$ cat src/rtl/core/hsvrgb_pkg.sv
`timescale 1ns / 1ps
// ----------------------------------------------------------------------------
// hsvrgb_pkg
// Shared types and constants of the HSV to RGB pixel converter: sector codes,
// channel widths and the reciprocal constants of the two constant dividers.
// ----------------------------------------------------------------------------
package hsvrgb_pkg;

  localparam int ChanW = 8;

  // Hue arithmetic: h2 = 2*hue, one sector spans 85 steps of h2
  localparam int HueDblW = ChanW + 1;
  localparam int RemW = 7;
  localparam logic [HueDblW-1:0] SECTOR_SPAN = HueDblW'(85);

  // Hue sectors; the wrap code comes from hue 255 and acts like the red one
  typedef enum logic [2:0] {
    SEC_RED     = 3'd0,
    SEC_YELLOW  = 3'd1,
    SEC_GREEN   = 3'd2,
    SEC_CYAN    = 3'd3,
    SEC_BLUE    = 3'd4,
    SEC_MAGENTA = 3'd5,
    SEC_WRAP    = 3'd6
  } sector_e;

  // v*s and v*s*rem widths
  localparam int VsW = 2 * ChanW;
  localparam int VsrW = VsW + RemW;

  // ceil(x/255) = floor((x + 254) / 255), by a multiply with a rounded-up
  // reciprocal; exact for every numerator below 2^FULL_SHIFT / 255
  localparam int FULL_SCALE = 255;
  localparam int FullNumW = VsW + 1;
  localparam int FULL_SHIFT = 25;
  localparam logic [63:0] FullRecip64 =
    ((64'd1 << FULL_SHIFT) + 64'(FULL_SCALE) - 64'd1) / 64'(FULL_SCALE);
  localparam int FullRecipW = 18;
  localparam logic [FullRecipW-1:0] FULL_RECIP = FullRecip64[FullRecipW-1:0];
  localparam logic [FullNumW-1:0] FULL_BIAS = FullNumW'(FULL_SCALE - 1);
  localparam int FullProdW = FullNumW + FullRecipW;

  // floor and ceil of x/21675 (21675 = 255 * 85), same scheme
  localparam int FRAC_SCALE = 21675;
  localparam int FRAC_SHIFT = 38;
  localparam logic [63:0] FracRecip64 =
    ((64'd1 << FRAC_SHIFT) + 64'(FRAC_SCALE) - 64'd1) / 64'(FRAC_SCALE);
  localparam int FracRecipW = 24;
  localparam logic [FracRecipW-1:0] FRAC_RECIP = FracRecip64[FracRecipW-1:0];
  localparam logic [VsrW-1:0] FRAC_BIAS = VsrW'(FRAC_SCALE - 1);
  localparam int FracProdW = VsrW + FracRecipW;

endpackage

$ cat src/rtl/core/hsvrgb_sector.sv
`timescale 1ns / 1ps
// ----------------------------------------------------------------------------
// hsvrgb_sector
// Splits the hue byte into its sector and the position inside the sector:
// sector = floor(2h/85), rem = 2h mod 85, by comparing against multiples.
// ----------------------------------------------------------------------------
module hsvrgb_sector import hsvrgb_pkg::*; (
  input  logic [ChanW-1:0] hue_i,
  output sector_e          sector_o,
  output logic [RemW-1:0]  rem_o
);

  logic [HueDblW-1:0] h2;
  logic [HueDblW-1:0] base;

  assign h2 = {hue_i, 1'b0};

  always_comb begin
    if (h2 >= HueDblW'(6 * 85)) begin
      sector_o = SEC_WRAP;
      base     = HueDblW'(6 * 85);
    end else if (h2 >= HueDblW'(5 * 85)) begin
      sector_o = SEC_MAGENTA;
      base     = HueDblW'(5 * 85);
    end else if (h2 >= HueDblW'(4 * 85)) begin
      sector_o = SEC_BLUE;
      base     = HueDblW'(4 * 85);
    end else if (h2 >= HueDblW'(3 * 85)) begin
      sector_o = SEC_CYAN;
      base     = HueDblW'(3 * 85);
    end else if (h2 >= HueDblW'(2 * 85)) begin
      sector_o = SEC_GREEN;
      base     = HueDblW'(2 * 85);
    end else if (h2 >= SECTOR_SPAN) begin
      sector_o = SEC_YELLOW;
      base     = SECTOR_SPAN;
    end else begin
      sector_o = SEC_RED;
      base     = '0;
    end
  end

  // Difference is always below 85
  logic [HueDblW-1:0] rem_full;
  assign rem_full = h2 - base;
  assign rem_o    = rem_full[RemW-1:0];

endmodule

$ cat src/rtl/core/hsv_to_rgb_pixel_unit.sv
`timescale 1ns / 1ps
// ----------------------------------------------------------------------------
// hsv_to_rgb_pixel_unit
// Converts 8-bit HSV pixels into 8-bit RGB in a four-stage pipeline.
// ----------------------------------------------------------------------------
// The unit takes one pixel per clock while the output is not stalled. Results
// come out in order, one per pixel, through the four register stages: the
// first loads at the input transfer with the sector split and v*s. The second
// forms v*s*rem and the reciprocal product for the divide by 255. The third
// does the reciprocal divide by 21675 and forms p. The fourth is the output
// register, loaded with the channel select. Each stage holds while the stage
// after it is full and stalled. Back pressure on the output therefore ripples
// back to in_ready_o without loss. Zero saturation yields grey (v,v,v); hue
// 255 wraps into the red sector.
// ----------------------------------------------------------------------------
module hsv_to_rgb_pixel_unit import hsvrgb_pkg::*; (
  input  logic             clk_i,
  input  logic             rst_ni,
  input  logic             in_valid_i,
  output logic             in_ready_o,
  input  logic [ChanW-1:0] hue_i,
  input  logic [ChanW-1:0] saturation_i,
  input  logic [ChanW-1:0] brightness_i,
  output logic             out_valid_o,
  input  logic             out_ready_i,
  output logic [ChanW-1:0] red_o,
  output logic [ChanW-1:0] green_o,
  output logic [ChanW-1:0] blue_o
);

  // --------------------------------------------------------------------------
  // Stage control
  // --------------------------------------------------------------------------
  logic valid1_q, valid2_q, valid3_q, valid4_q;
  logic ready1, ready2, ready3, ready4;

  assign ready4     = !valid4_q || out_ready_i;
  assign ready3     = !valid3_q || ready4;
  assign ready2     = !valid2_q || ready3;
  assign ready1     = !valid1_q || ready2;
  assign in_ready_o = ready1;

  always_ff @(posedge clk_i or negedge rst_ni) begin
    if (!rst_ni) begin
      valid1_q <= 1'b0;
      valid2_q <= 1'b0;
      valid3_q <= 1'b0;
      valid4_q <= 1'b0;
    end else begin
      if (ready1) valid1_q <= in_valid_i;
      if (ready2) valid2_q <= valid1_q;
      if (ready3) valid3_q <= valid2_q;
      if (ready4) valid4_q <= valid3_q;
    end
  end

  // --------------------------------------------------------------------------
  // Stage 1: sector split, v*s
  // --------------------------------------------------------------------------
  sector_e         sector;
  logic [RemW-1:0] rem;

  hsvrgb_sector u_sector (
    .hue_i    (hue_i),
    .sector_o (sector),
    .rem_o    (rem)
  );

  sector_e          sector1_q;
  logic [RemW-1:0]  rem1_q;
  logic [VsW-1:0]   vs1_q;
  logic [ChanW-1:0] v1_q;
  logic             grey1_q;

  always_ff @(posedge clk_i) begin
    if (ready1 && in_valid_i) begin
      sector1_q <= sector;
      rem1_q    <= rem;
      vs1_q     <= VsW'(brightness_i) * VsW'(saturation_i);
      v1_q      <= brightness_i;
      grey1_q   <= (saturation_i == '0);
    end
  end

  // --------------------------------------------------------------------------
  // Stage 2: v*s*rem, and ceil(v*s/255) by reciprocal multiply
  // --------------------------------------------------------------------------
  logic [FullNumW-1:0] full_num;
  assign full_num = FullNumW'(vs1_q) + FULL_BIAS;

  sector_e              sector2_q;
  logic [VsrW-1:0]      vsr2_q;
  logic [FullProdW-1:0] pprod2_q;
  logic [ChanW-1:0]     v2_q;
  logic                 grey2_q;

  always_ff @(posedge clk_i) begin
    if (ready2 && valid1_q) begin
      sector2_q <= sector1_q;
      vsr2_q    <= VsrW'(vs1_q) * VsrW'(rem1_q);
      pprod2_q  <= FullProdW'(full_num) * FullProdW'(FULL_RECIP);
      v2_q      <= v1_q;
      grey2_q   <= grey1_q;
    end
  end

  // --------------------------------------------------------------------------
  // Stage 3: floor and ceil of v*s*rem/21675, p = v - ceil(v*s/255)
  // --------------------------------------------------------------------------
  logic [FullProdW-1:0] pdiv;
  logic [VsrW-1:0]      frac_num_ceil;
  logic [FracProdW-1:0] fprod_floor, fprod_ceil;
  logic [FracProdW-1:0] fdiv_floor, fdiv_ceil;

  assign pdiv          = pprod2_q >> FULL_SHIFT;
  assign frac_num_ceil = vsr2_q + FRAC_BIAS;
  assign fprod_floor   = FracProdW'(vsr2_q) * FracProdW'(FRAC_RECIP);
  assign fprod_ceil    = FracProdW'(frac_num_ceil) * FracProdW'(FRAC_RECIP);
  assign fdiv_floor    = fprod_floor >> FRAC_SHIFT;
  assign fdiv_ceil     = fprod_ceil >> FRAC_SHIFT;

  sector_e          sector3_q;
  logic [ChanW-1:0] p3_q, fl3_q, cl3_q, v3_q;
  logic             grey3_q;

  always_ff @(posedge clk_i) begin
    if (ready3 && valid2_q) begin
      sector3_q <= sector2_q;
      p3_q      <= v2_q - pdiv[ChanW-1:0];
      fl3_q     <= fdiv_floor[ChanW-1:0];
      cl3_q     <= fdiv_ceil[ChanW-1:0];
      v3_q      <= v2_q;
      grey3_q   <= grey2_q;
    end
  end

  // --------------------------------------------------------------------------
  // Stage 4: q, t and channel order into the output register
  // --------------------------------------------------------------------------
  logic [ChanW-1:0] q_val, t_val;
  logic [ChanW-1:0] red_d, green_d, blue_d;

  assign q_val = v3_q - cl3_q;
  assign t_val = p3_q + fl3_q;

  always_comb begin
    if (grey3_q) begin
      red_d   = v3_q;
      green_d = v3_q;
      blue_d  = v3_q;
    end else begin
      case (sector3_q)
        SEC_YELLOW: begin
          red_d = q_val; green_d = v3_q; blue_d = p3_q;
        end
        SEC_GREEN: begin
          red_d = p3_q; green_d = v3_q; blue_d = t_val;
        end
        SEC_CYAN: begin
          red_d = p3_q; green_d = q_val; blue_d = v3_q;
        end
        SEC_BLUE: begin
          red_d = t_val; green_d = p3_q; blue_d = v3_q;
        end
        SEC_MAGENTA: begin
          red_d = v3_q; green_d = p3_q; blue_d = q_val;
        end
        default: begin
          red_d = v3_q; green_d = t_val; blue_d = p3_q;
        end
      endcase
    end
  end

  logic [ChanW-1:0] red_q, green_q, blue_q;

  always_ff @(posedge clk_i) begin
    if (ready4 && valid3_q) begin
      red_q   <= red_d;
      green_q <= green_d;
      blue_q  <= blue_d;
    end
  end

  assign out_valid_o = valid4_q;
  assign red_o       = red_q;
  assign green_o     = green_q;
  assign blue_o      = blue_q;

endmodule
$ cat config.mk
export PLATFORM = sky130hd
export DESIGN_NAME = hsv_to_rgb_pixel_unit
export DESIGN_NICKNAME = d
export VERILOG_FILES = /design/src/rtl/core/hsvrgb_pkg.sv /design/src/rtl/core/hsvrgb_sector.sv /design/src/rtl/core/hsv_to_rgb_pixel_unit.sv
export SDC_FILE = /design/constraint.sdc
export NUM_CORES = 1
export LEC_CHECK = 0
export BUFFER_PORTS_ARGS = -buffer_cell sky130_fd_sc_hd__clkbuf_2
export CORE_MARGIN = 8
export CORE_UTILIZATION = 60
export CTS_CLUSTER_DIAMETER = 150
export DETAILED_ROUTE_END_ITERATION = 12
export HOLD_SLACK_MARGIN = 0.12
export PLACE_DENSITY = 0.82
export SETUP_SLACK_MARGIN = 0.3
export SYNTH_ARGS = -nofsm -noshare
export SYNTH_HDL_FRONTEND = slang
export SYNTH_SLANG_ARGS = --single-unit
$ cat constraint.sdc
create_clock -name clk_i -period 7.6 [get_ports clk_i]
set_input_delay 0.38 -clock clk_i [delete_from_list [all_inputs] [get_ports clk_i]]
set_output_delay 0.38 -clock clk_i [all_outputs]
set_load 0.05 [all_outputs]
==> results.txt <==
----------------------------------------------------
[GRT]
  Global Route met3 Usage ... 3.32%
  Met2 usage in global routing ... a little over two fifths
  GRT busiest layer ... met2
  Initial antenna violation count ... 0
  All-Layer GR Usage ... 23.3%
  Global-route wire length before repair ... 96300 um
  Residual overflow from global routing ... 0
  Pin count of the biggest net entering global routing ... between 40 and 50
  Vias in the first global route ... roughly 20000
  Grt met1 use ... 28.3%

[Synthesis]
  Dominant register cell in the synthesized netlist ... sky130_fd_sc_hd__edfxtp_1
  Share of synthesized flip-flops with an asynchronous set or reset ... 2.82%
  Share of the yosys chip area belonging to registers ... between 15 and 20%
  Yosys top cell area share ... 31.1%
  Post-Synthesis Cells ... 2617
  Flops & latches, synth ... between 100 and 150
  Post-synth design cell area ... between 0.02 and 0.03 mm2
  Per-instance average area after synthesis ... 9.92 um2
  Ys Warns ... 0
  Number of synthesized flops with an enable pin ... between 100 and 150
  Distinct cell type count of the synthesized netlist ... between 90 and 100
  Largest cells by area after synthesis ... sky130_fd_sc_hd__ha_1, sky130_fd_sc_hd__fa_1, sky130_fd_sc_hd__edfxtp_1
  Cell type with the largest total area after synthesis ... sky130_fd_sc_hd__ha_1
  Post-synthesis net count ... 3558

[Setup path]
  Worst flop-to-flop path startpoint ... vsr2_q[2]
  Crit path depth ... 25
  CP dominant cell by count ... sky130_fd_sc_hd__ha_1
  Data required, critical path ... slightly below 8 ns
  Worst reg-to-reg setup slack ... approximately 0.55 ns
  Worst Path Max Fanout ... 4
  Category of cells accounting for the largest share of critical-path delay ... adder cells
  Depth of the most critical reg-to-reg path ... 25
  Kind of launch point of the worst setup path ... register
  Standard cell with the maximum stage delay on the critical path ... sky130_fd_sc_hd__or4_4
  Crit path largest cell delay ... 0.53 ns
  End of the worst register-to-register path ... cl3_q[7]
  Worst Path Arrival ... 7.23 ns
  Category of the worst setup path capture point ... register
  Path type of the worst setup path ... reg2reg
  Number of buffer and inverter instances along the worst setup path ... 2

[Routing]
  Antenna viol nets, final ... 0
  1st-iter DRT viols ... 1047
  Drt pass-1 iters ... 11
  Drt via density ... 5.75
  Final wirelength ... 57900 um
  DRC violations left ... 1
  Routed length per placed instance ... 17.7 um
  Routed vias ... 18840

[STA]
  Setup slack after layout ... 0.545 ns
  Worst clock skew ... 0.0157 ns
  Number of hold violations in the final report ... 0
  Worst rel slew slack ... 17.1%
  Final sum of negative setup slack ... 0 ns
  Clock period minus worst slack ... a little over 7 ns
  Worst hold slack across all endpoints ... 0.156 ns
  RSZ-0062 raised after global routing ... false
  Max-slew violation count ... 0
  Tightest Pin Transition ... 1.24 ns
  Setup violators final ... 0
  Tcrit/Tclk final ... 92.8%
  Maximum clock frequency ... between 100 and 150 MHz

[Worst hold path]
  Hold path start ... in_valid_i
  Endpoint of the worst hold path ... valid1_q
  Worst hold path stage count ... 2
  Worst hold path class ... in2reg

[Floorplan]
  DIE HEIGHT ... 224 um
  Die area ... 0.0502 mm2
  Row Count ... 76
  Number of placed I/O pins ... 54
  Initial Util ... 60.5%
  Core ar. ... 0.0429 mm2
  Floorplan die width ... 224 um

[Clocking]
  Clock network latency to the later pin of the worst-skew pair ... 0.44 ns
  Total CTS buffers ... 17
  H-tree depth reported by CTS ... 4
  Longest Clk Path Bufs ... 2
  CTS tree ... yes
  Clock slew at reported path FFs ... around 0.07 ns
  Number of sinks on the clock net ... 142
  Root buf cell ... sky130_fd_sc_hd__clkbuf_16

[Finish]
  Fraction of layout cells with a size suffix above 1 ... 6.81%
  Layout overhead on the synthesized area ... 7.06%
  Final core utilization ... 64.8%
  Most frequent standard cell in the layout excluding fill and tap cells ... sky130_fd_sc_hd__ha_1
  # nets final ... 3617
  Highest-count cells in the layout ignoring fill and taps ... sky130_fd_sc_hd__ha_1, sky130_fd_sc_hd__inv_1, sky130_fd_sc_hd__fa_1
  N_diodes ... 0

[Placed design]
  Post-Place Worst Slack ... 0.149 ns
  HPWL after detailed placement ... 48400 um
  Final RePlAce weighted congestion ... 0.950
  Count of buffers from port buffering ... 53

[Outcome]
  Run status ... complete, but fails checks
  Violations in the final reports ... design-rule violations

[Job]
  Maximum Capacitance Violations ... 0

----------------------------------------------------
-- logic make-up after synthesis --
kind of cell    count (synthesis)  synth area share, %
compound gates                356                 9.34
simple gates                  503                 9.87
fa+ha+maj                     913                 51.7
buf+inv                       576                 8.37
xor+xnor                      124                 4.24
mux                             3                0.116
flops                         142                 16.3
-- routing by layer --
| layer | wire length, um | vias to the layer above |
|---|---|---|
| met5 | 0 | - |
| met4 | 1830 | 0 |
| met3 | 2790 | 163 |
| met2 | 29100 | 551 |
| met1 | 24200 | 9235 |
| li1 | - | 8891 |
-- stage by stage --
step | std cells | instance area [um2]
finish | 3274 | 27800
global route | 3274 | 27800
global placement | 3233 | 26900
detailed placement | 3233 | 26900
CTS | 3272 | 27600
floorplan | 2617 | 26000
-- sequential cells by signal (all words and copies together), names as in the netlist, 3 cells and up --
| name | count |
|---|---|
| red_o | 8 |
| p3_q | 8 |
| sector1_q | 3 |
| cl3_q | 8 |
| v2_q | 8 |
| blue_o | 8 |
| v1_q | 8 |
| sector2_q | 3 |
| pprod2_q | 8 |
| v3_q | 8 |
| vsr2_q | 23 |
| green_o | 8 |
| vs1_q | 16 |
| fl3_q | 8 |
| rem1_q | 7 |
| sector3_q | 3 |
-- worst max path at each step --
stage	start	endpoint	slack, ns
after CTS	vsr2_q[2]	cl3_q[7]	0.32
after global placement	vsr2_q[2]	cl3_q[7]	0.29
after floorplan	vsr2_q[1]	cl3_q[7]	0.39
after detailed placement	vsr2_q[2]	cl3_q[7]	0.15
after global routing	vsr2_q[4]	cl3_q[7]	0.22
final	vsr2_q[2]	cl3_q[7]	0.55
-- synth_stat cells (6+ instances only) --
cell                         n
sky130_fd_sc_hd__clkbuf_1   36
sky130_fd_sc_hd__and3_1     18
sky130_fd_sc_hd__a31oi_1    14
sky130_fd_sc_hd__nand4_1    17
sky130_fd_sc_hd__a21oi_1    91
sky130_fd_sc_hd__a211oi_1   13
sky130_fd_sc_hd__and2_1     86
sky130_fd_sc_hd__o211ai_1    6
sky130_fd_sc_hd__fa_1      267
sky130_fd_sc_hd__nand3_1    29
sky130_fd_sc_hd__nor2b_1    21
sky130_fd_sc_hd__o21a_1     10
sky130_fd_sc_hd__nor3b_1     6
sky130_fd_sc_hd__o31ai_1     8
sky130_fd_sc_hd__xor2_1     43
sky130_fd_sc_hd__edfxtp_1  138
sky130_fd_sc_hd__o21ai_0    61
sky130_fd_sc_hd__a22oi_1     6
sky130_fd_sc_hd__a221oi_1    7
sky130_fd_sc_hd__inv_1     534
sky130_fd_sc_hd__xnor2_1    79
sky130_fd_sc_hd__nand2_1   167
sky130_fd_sc_hd__a21o_1     60
sky130_fd_sc_hd__ha_1      646
sky130_fd_sc_hd__a221o_1     8
sky130_fd_sc_hd__o21bai_1   10
sky130_fd_sc_hd__nor2_1     78
sky130_fd_sc_hd__or2_2       9
sky130_fd_sc_hd__nor3_1     23
sky130_fd_sc_hd__nand2b_1   18
-- timing repair --
action / in CTS / in global routing
hold buffers: 1 / 0
pin swaps: 1 / 17
gates cloned: 0 / 0
endpoints found under the setup margin: 3 / 6
resized for setup: 4 / 34
hold endpoints to repair: 4 / 0
buffers inserted: 6 / 2
-- cell type report --
type                    instances  area [um2]
flip-flops and latches        142        4240
repair buffers                 81         478
multi-input cells            1899       19800
clock inverters                13         129
inverters                     535        2010
clock buffers                  19         433
well taps                     585         732
fillers                      3278       15100
Power is not shown: default switching activity piles up to over one toggle a cycle in this logic, so the estimate is an artifact.
